<file path="config.mk">
export PLATFORM = sky130hd
export DESIGN_NAME = rau_front
export DESIGN_NICKNAME = d
export VERILOG_FILES = /design/src/hw/rtl/rau_pkg.sv /design/src/hw/rtl/rau_front.sv
export SDC_FILE = /design/constraint.sdc
export NUM_CORES = 1
export LEC_CHECK = 0
export BUFFER_PORTS_ARGS = -buffer_cell sky130_fd_sc_hd__buf_2
export CAP_MARGIN = 40
export CORE_AREA = 2 2 192 231
export CTS_CLUSTER_DIAMETER = 150
export DETAILED_ROUTE_END_ITERATION = 16
export DIE_AREA = 0 0 194 233
export PLACE_DENSITY = 0.62
export SLEW_MARGIN = 20
export SYNTH_ARGS = -nofsm -noshare
export SYNTH_HDL_FRONTEND = slang
export SYNTH_SLANG_ARGS = --single-unit
</file>
<file path="constraint.sdc">
create_clock -name i_clk -period 10.8 [get_ports i_clk]
set_input_delay 1.62 -clock i_clk [delete_from_list [all_inputs] [get_ports i_clk]]
set_output_delay 1.62 -clock i_clk [all_outputs]
set_load 0.01 [all_outputs]
</file>
<file path="src/hw/rtl/rau_pkg.sv">
// shared types and constants for the rational arithmetic unit
// no dependencies
package rau_pkg;
    localparam int WIDTH = 32;
    localparam logic [2:0] CMD_ADD = 3'd0;
    localparam logic [2:0] CMD_SUB = 3'd1;
    localparam logic [2:0] CMD_MUL = 3'd2;
    localparam logic [2:0] CMD_DIV = 3'd3;
    localparam logic [2:0] CMD_CMP = 3'd4;
    localparam logic [1:0] ST_OK   = 2'd0;
    localparam logic [1:0] ST_DIVZ = 2'd1;
    localparam logic [1:0] ST_OVF  = 2'd2;
    localparam logic [1:0] ORD_LT  = 2'd0;
    localparam logic [1:0] ORD_EQ  = 2'd1;
    localparam logic [1:0] ORD_GT  = 2'd2;

    // classified item handed from front to back
    typedef struct packed {
        logic        direct;   // result known, no reduction needed
        logic [31:0] d_num;
        logic [30:0] d_den;
        logic [1:0]  d_status;
        logic [1:0]  d_order;
        logic [2:0]  cmd;
        logic        neg_b;    // divide by negative divisor
        logic [31:0] a_num;
        logic [30:0] a_den;
        logic [31:0] b_num;
        logic [30:0] b_den;
    } t_item;

    typedef struct packed {
        logic [31:0] num;
        logic [30:0] den;
        logic [1:0]  status;
        logic [1:0]  order;
    } t_result;
endpackage

</file>
<file path="src/hw/rtl/rau_front.sv">
// front end: accepts items, classifies special cases, writes a short queue
// depends on rau_pkg
module rau_front (
    input  logic                 i_clk,
    input  logic                 i_rst_n,
    input  logic                 i_valid,
    output logic                 o_ready,
    input  logic [2:0]           i_cmd,
    input  logic signed [31:0]   i_a_num,
    input  logic [30:0]          i_a_den,
    input  logic signed [31:0]   i_b_num,
    input  logic [30:0]          i_b_den,
    output logic                 o_q_valid,
    input  logic                 i_q_pop,
    output rau_pkg::t_item       o_q_item
);
    // two-entry queue
    rau_pkg::t_item r_mem [2];
    logic           r_wp, r_rp;
    logic [1:0]     r_cnt;
    rau_pkg::t_item w_it;
    logic           w_push;

    always_comb begin
        w_it = '0;
        w_it.cmd = i_cmd;
        w_it.a_num = i_a_num;
        w_it.a_den = i_a_den;
        w_it.b_num = i_b_num;
        w_it.b_den = i_b_den;
        w_it.neg_b = i_b_num[31];
        w_it.d_den = 31'd1;
        if (i_cmd == rau_pkg::CMD_DIV && i_b_num == '0) begin
            w_it.direct = 1'b1;
            w_it.d_num = i_a_num;
            w_it.d_den = i_a_den;
            w_it.d_status = rau_pkg::ST_DIVZ;
        end else if (i_cmd > rau_pkg::CMD_CMP) begin
            w_it.direct = 1'b1;
        end else if (i_cmd != rau_pkg::CMD_CMP &&
                     (i_a_den == '0 || i_b_den == '0)) begin
            w_it.direct = 1'b1;
        end
    end

    assign o_ready   = (r_cnt != 2'd2);
    assign w_push    = i_valid && o_ready;
    assign o_q_valid = (r_cnt != 2'd0);
    assign o_q_item  = r_mem[r_rp];

    always_ff @(posedge i_clk) begin
        if (w_push) r_mem[r_wp] <= w_it;
    end

    always_ff @(posedge i_clk) begin
        if (!i_rst_n) begin
            r_wp <= 1'b0;
            r_rp <= 1'b0;
            r_cnt <= 2'd0;
        end else begin
            if (w_push) r_wp <= ~r_wp;
            if (i_q_pop) r_rp <= ~r_rp;
            r_cnt <= r_cnt + {1'b0, w_push} - {1'b0, i_q_pop};
        end
    end
endmodule

</file>
# Word-level counts from Yosys, hierarchy flattened
# Memory sizes are Yosys's and may differ from the RTL's. A register that Yosys moved wholly into a read port is not among the register bits.
# Cells that the tools add are included.
[totals] ram_bits=392 rom_bits=0 n_memories=1 regBits=4 inputBits=133 latch_bits=0 word_cells=28 output_inout_bits=200
[classes] div_mod_pow=0 muxes=8 n_reduce_logical=8 eq_ne=3 mul=0 n_bitwise=2 n_addsub=2 shift=0 magnitude_cmp=1
[memory_table] name="r_mem" words=2 width=196 read_ports=1 rd_ports_with_merged_regs=1 wr=1 line="rau_front.sv:18" source="rau_pkg::t_item r_mem [2];"
[ops] cell="$mux 65" count=1
[ops] cell="$logic_not 31->1" count=2
[ops] cell="$logic_not 32->1" count=1
[ops] cell="$mux 1" count=7
[ops] cell="$eq 3x2->1 const B" count=1
[ops] cell="$gt 3x3->1 const B" count=1
[ops] cell="$logic_and 1x1->1" count=3
[ops] cell="$ne 3x3->1 const B" count=1
[ops] cell="$add 2x1->2" count=1
[ops] cell="$ne 2x2->1 const B" count=1
[ops] cell="$not 1->1" count=2
[ops] cell="$reduce_bool 2->1" count=1
[ops] cell="$sub 2x1->2" count=1
[ops] cell="$logic_or 1x1->1" count=1

# Depth between registers and ports, before layout
[depth] word_depth=6 mapped_depth=8 depth_no_buf=8

# Worst setup path after synthesis
# OpenSTA, ideal clock, no wires.
[synth_path] path_kind="in2reg" from="in i_valid" to="mem r_mem[0][0] in the netlist's numbering (enable)" required_ps=10049 t_arrival_ps=9759 setup_slack_ps=289 path_buffers=0 cell_stages=2 setup_time_ps=751 path_cell_list="nand2_1 nor2_1"
[synth_via] elab_chain_len=3
[synth_rtl] item="start: declaration" line="rau_front.sv:6" source="input logic i_valid,"
[synth_rtl] item="$logic_and 1x1->1" line="rau_front.sv:47" source="assign w_push = i_valid && o_ready;"
[synth_rtl] item="$mux 1" line="rau_front.sv:52" source="if (w_push) r_mem[r_wp] <= w_it;"
[synth_rtl] item="$mux 1 (not written as such)" line="rau_front.sv:52"
[synth_rtl] item="end: declaration" line="rau_front.sv:18"
# Every way passes these cells.

==> impl_metrics.ini <==
[setup_path]
worst-endpoint-arrival_ns = 2.46
worstSetupPathType = reg2out
end_kind = output pin
crit_fanout = 35
worstPathRequired_ns = 9.18
critPathLaunchType = flip-flop

[layout]
antenna_cells = 0
final_cell_mix = edfxtp_1, buf_2, mux2_2, and2_1, clkbuf_16
post-route-util_pct = 43.15
layout-drive-gt1-share_pct = 53.26
fin_nets = 1229
final_common_cell = edfxtp_1
area_delta_synth_final_pct = 24.08
seq_area_um2 = 11760
final_cells = 1671
final_cell_area_um2 = 18460
n_fill_cell = 3862
multi_input_area_um2 = 2963

[power_and_ir_drop]
p_switching_mw = 1.000
p_leak_nw = 6.693
p_sw_share_pct = 25.31
powerDensity_nw_per_um2 = 214.0
combPwrFrac_pct = 17.1
clkPwrFrac_pct = 32.3
p_int_mw = 2.951
max-vdd-ir-drop_v = 0.0001778
seqPwrFrac_pct = 50.7
finalPower_mw = 3.951

[timing]
fin_ws_ns = 6.725
rsz0062_at_grt = no
drv_slew = 0
setup_viol = 0
finalCriticalPeriod_ns = 4.075
hold_viol_final = 0
hold_slack_ns = 0.5696
period_share_pct = 37.73
fin_tns_setup_ns = 0
max_slew.worst_pin.slew_ns = 0.7546
fin_worst_skew_ns = 0.01842
max_slew_margin_pct = 49.69
clock.fmax_mhz = 245.4

[clocking]
numCtsBuffers = 40
cts_setup_buffers = 0
cts_buffer_depth = 3
clk_latency_ns = 0.55
h-tree-depth = 2
clock_sinks = 393
path_clk_slew_ns = 0.06
ctsResizeCount = 0
cts_root_buffer = clkbuf_16
cts_tree = yes
cts_hold_buf = 0

[route]
finalWirelength_mm = 30.99
wl_per_cell_um = 18.54
dr_total_vias = 7771
firstDrtPassIters = 4
via_per_inst = 4.651
postRouteAntennaNets = 0
first_iter_violations = 414
drc_errors = 0

[worst_hold_path]
hold_class = reg2reg

[synth]
avgSynthCellArea_um2 = 20.13
synth_top_area_share_pct = 78.31
synth.distinct_cells = 27
yosysWarningCount = 0
synthesis.area_um2 = 14880
synthTopCellsByArea = edfxtp_1, mux2_2, and2_1
ys_seq_elements = 393
synthCells = 739
yosysSeqAreaShare_pct = 78.98
yosysTopAreaCell = edfxtp_1

[grt]
first_global_vias = 8123
grt_max_degree = 67
grt_util_all_layers_pct = 13.44
gr-total-overflow = 0
antenna_found_initial = 1
grt_first_pass_wirelength_mm = 46.89

[floorplan]
die_area_um2 = 45200
start_util_pct = 34.77
fp.dieW_um = 194
num_rows = 83
die_h_um = 233
coreArea_um2 = 42790
ioPinCount = 333

[placed_design]
dpl-instance-area_um2 = 17270
portBuffers = 329
hpwlAfterDp_mm = 20.42
gp_congestion = 0.7293
pre_cts_ws_ns = 6.560
place_inst = 1604

[status]
outcome = completed

[run]
maxCapViolCount = 0
==> synth_stat cells (all sizes together) <==
cell and n:
nand2b 2, nor4b 2, buf 29, edfxtp 388, nor3 4, nand3 1
nor2 3, nand2 2, mux2 194, conb 1, inv 2, xor2 1
o22ai 1, nor4 20, clkbuf 4, xnor2 3, ha 2, and2 67
or2 1, nand4 5, dfxtp 5, a211o 1, and3 1
==> cells by family (layout without fill, tap and decap cells) <==
| family | after synthesis | after routing | share of synthesized area (%) |
|---|---|---|---|
| AO/OA/AOI/OAI | 2 | 2 | 0.1010 |
| flip-flops | 393 | 393 | 78.98 |
| multiplexers | 194 | 194 | 14.68 |
| AND/OR/NAND/NOR | 108 | 108 | 4.524 |
| XOR/XNOR | 4 | 4 | 0.2355 |
| buffers and inverters | 35 | 413 | 1.278 |
| adder cells (fa/ha/maj) | 2 | 2 | 0.1682 |
| other | 1 | 3 | 0.02520 |
==> worst max-delay path, stage by stage (launching register included) <==
cell     delay, ns
dfxtp_4       0.57
buf_4         0.49
buf_12        0.29
mux2_2        0.35
buf_2         0.18
==> per-layer routing <==
layer / track usage (%) / share of wire (%) / up-vias
met3: 4.131 / 6.5 / 45
met1: 15.81 / 40 / 3888
li1: - / - / 3598
met5: 0 / 0.035 / -
met2: 23.20 / 51 / 238
met4: 4.924 / 2.5 / 2
==> worst paths after layout <==
check | startpoint | slack (ns) | cells past startpoint | endpoint
max | flip-flop | 6.72 | 4 | o_q_item[195]
min | r_rp | 0.57 | 2 | flip-flop
max reg2reg | r_cnt[0] | 7.83 | 6 | r_mem[0][153]
min reg2reg | r_rp | 0.57 | 2 | flip-flop
==> power groups by stage <==
stage | sequential (mW) | clock, mW | combinational [mW]
floorplan | 2.09 | 0 | 0.379
global placement | 2.03 | 0 | 0.664
detailed placement | 2.04 | 0 | 0.691
CTS | 2.00 | 1.31 | 0.694
global route | 2.02 | 1.37 | 0.733
finish | 2.00 | 1.27 | 0.674
==> cell type report <==
class,count,share of cell area (%)
clock inverter,18,0.7117
tap,552,3.741
sequential,393,63.68
multi-input combinational,313,16.05
clock buffer,49,5.720
timing repair buffer,344,10.06
inverter,2,0.04067
==> sequential cells by signal, indices dropped and copies added (netlist names), named ones only <==
name,cells
r_cnt,2
r_wp,1
r_rp,1
r_mem,388
(Power assumes the default switching activity.)
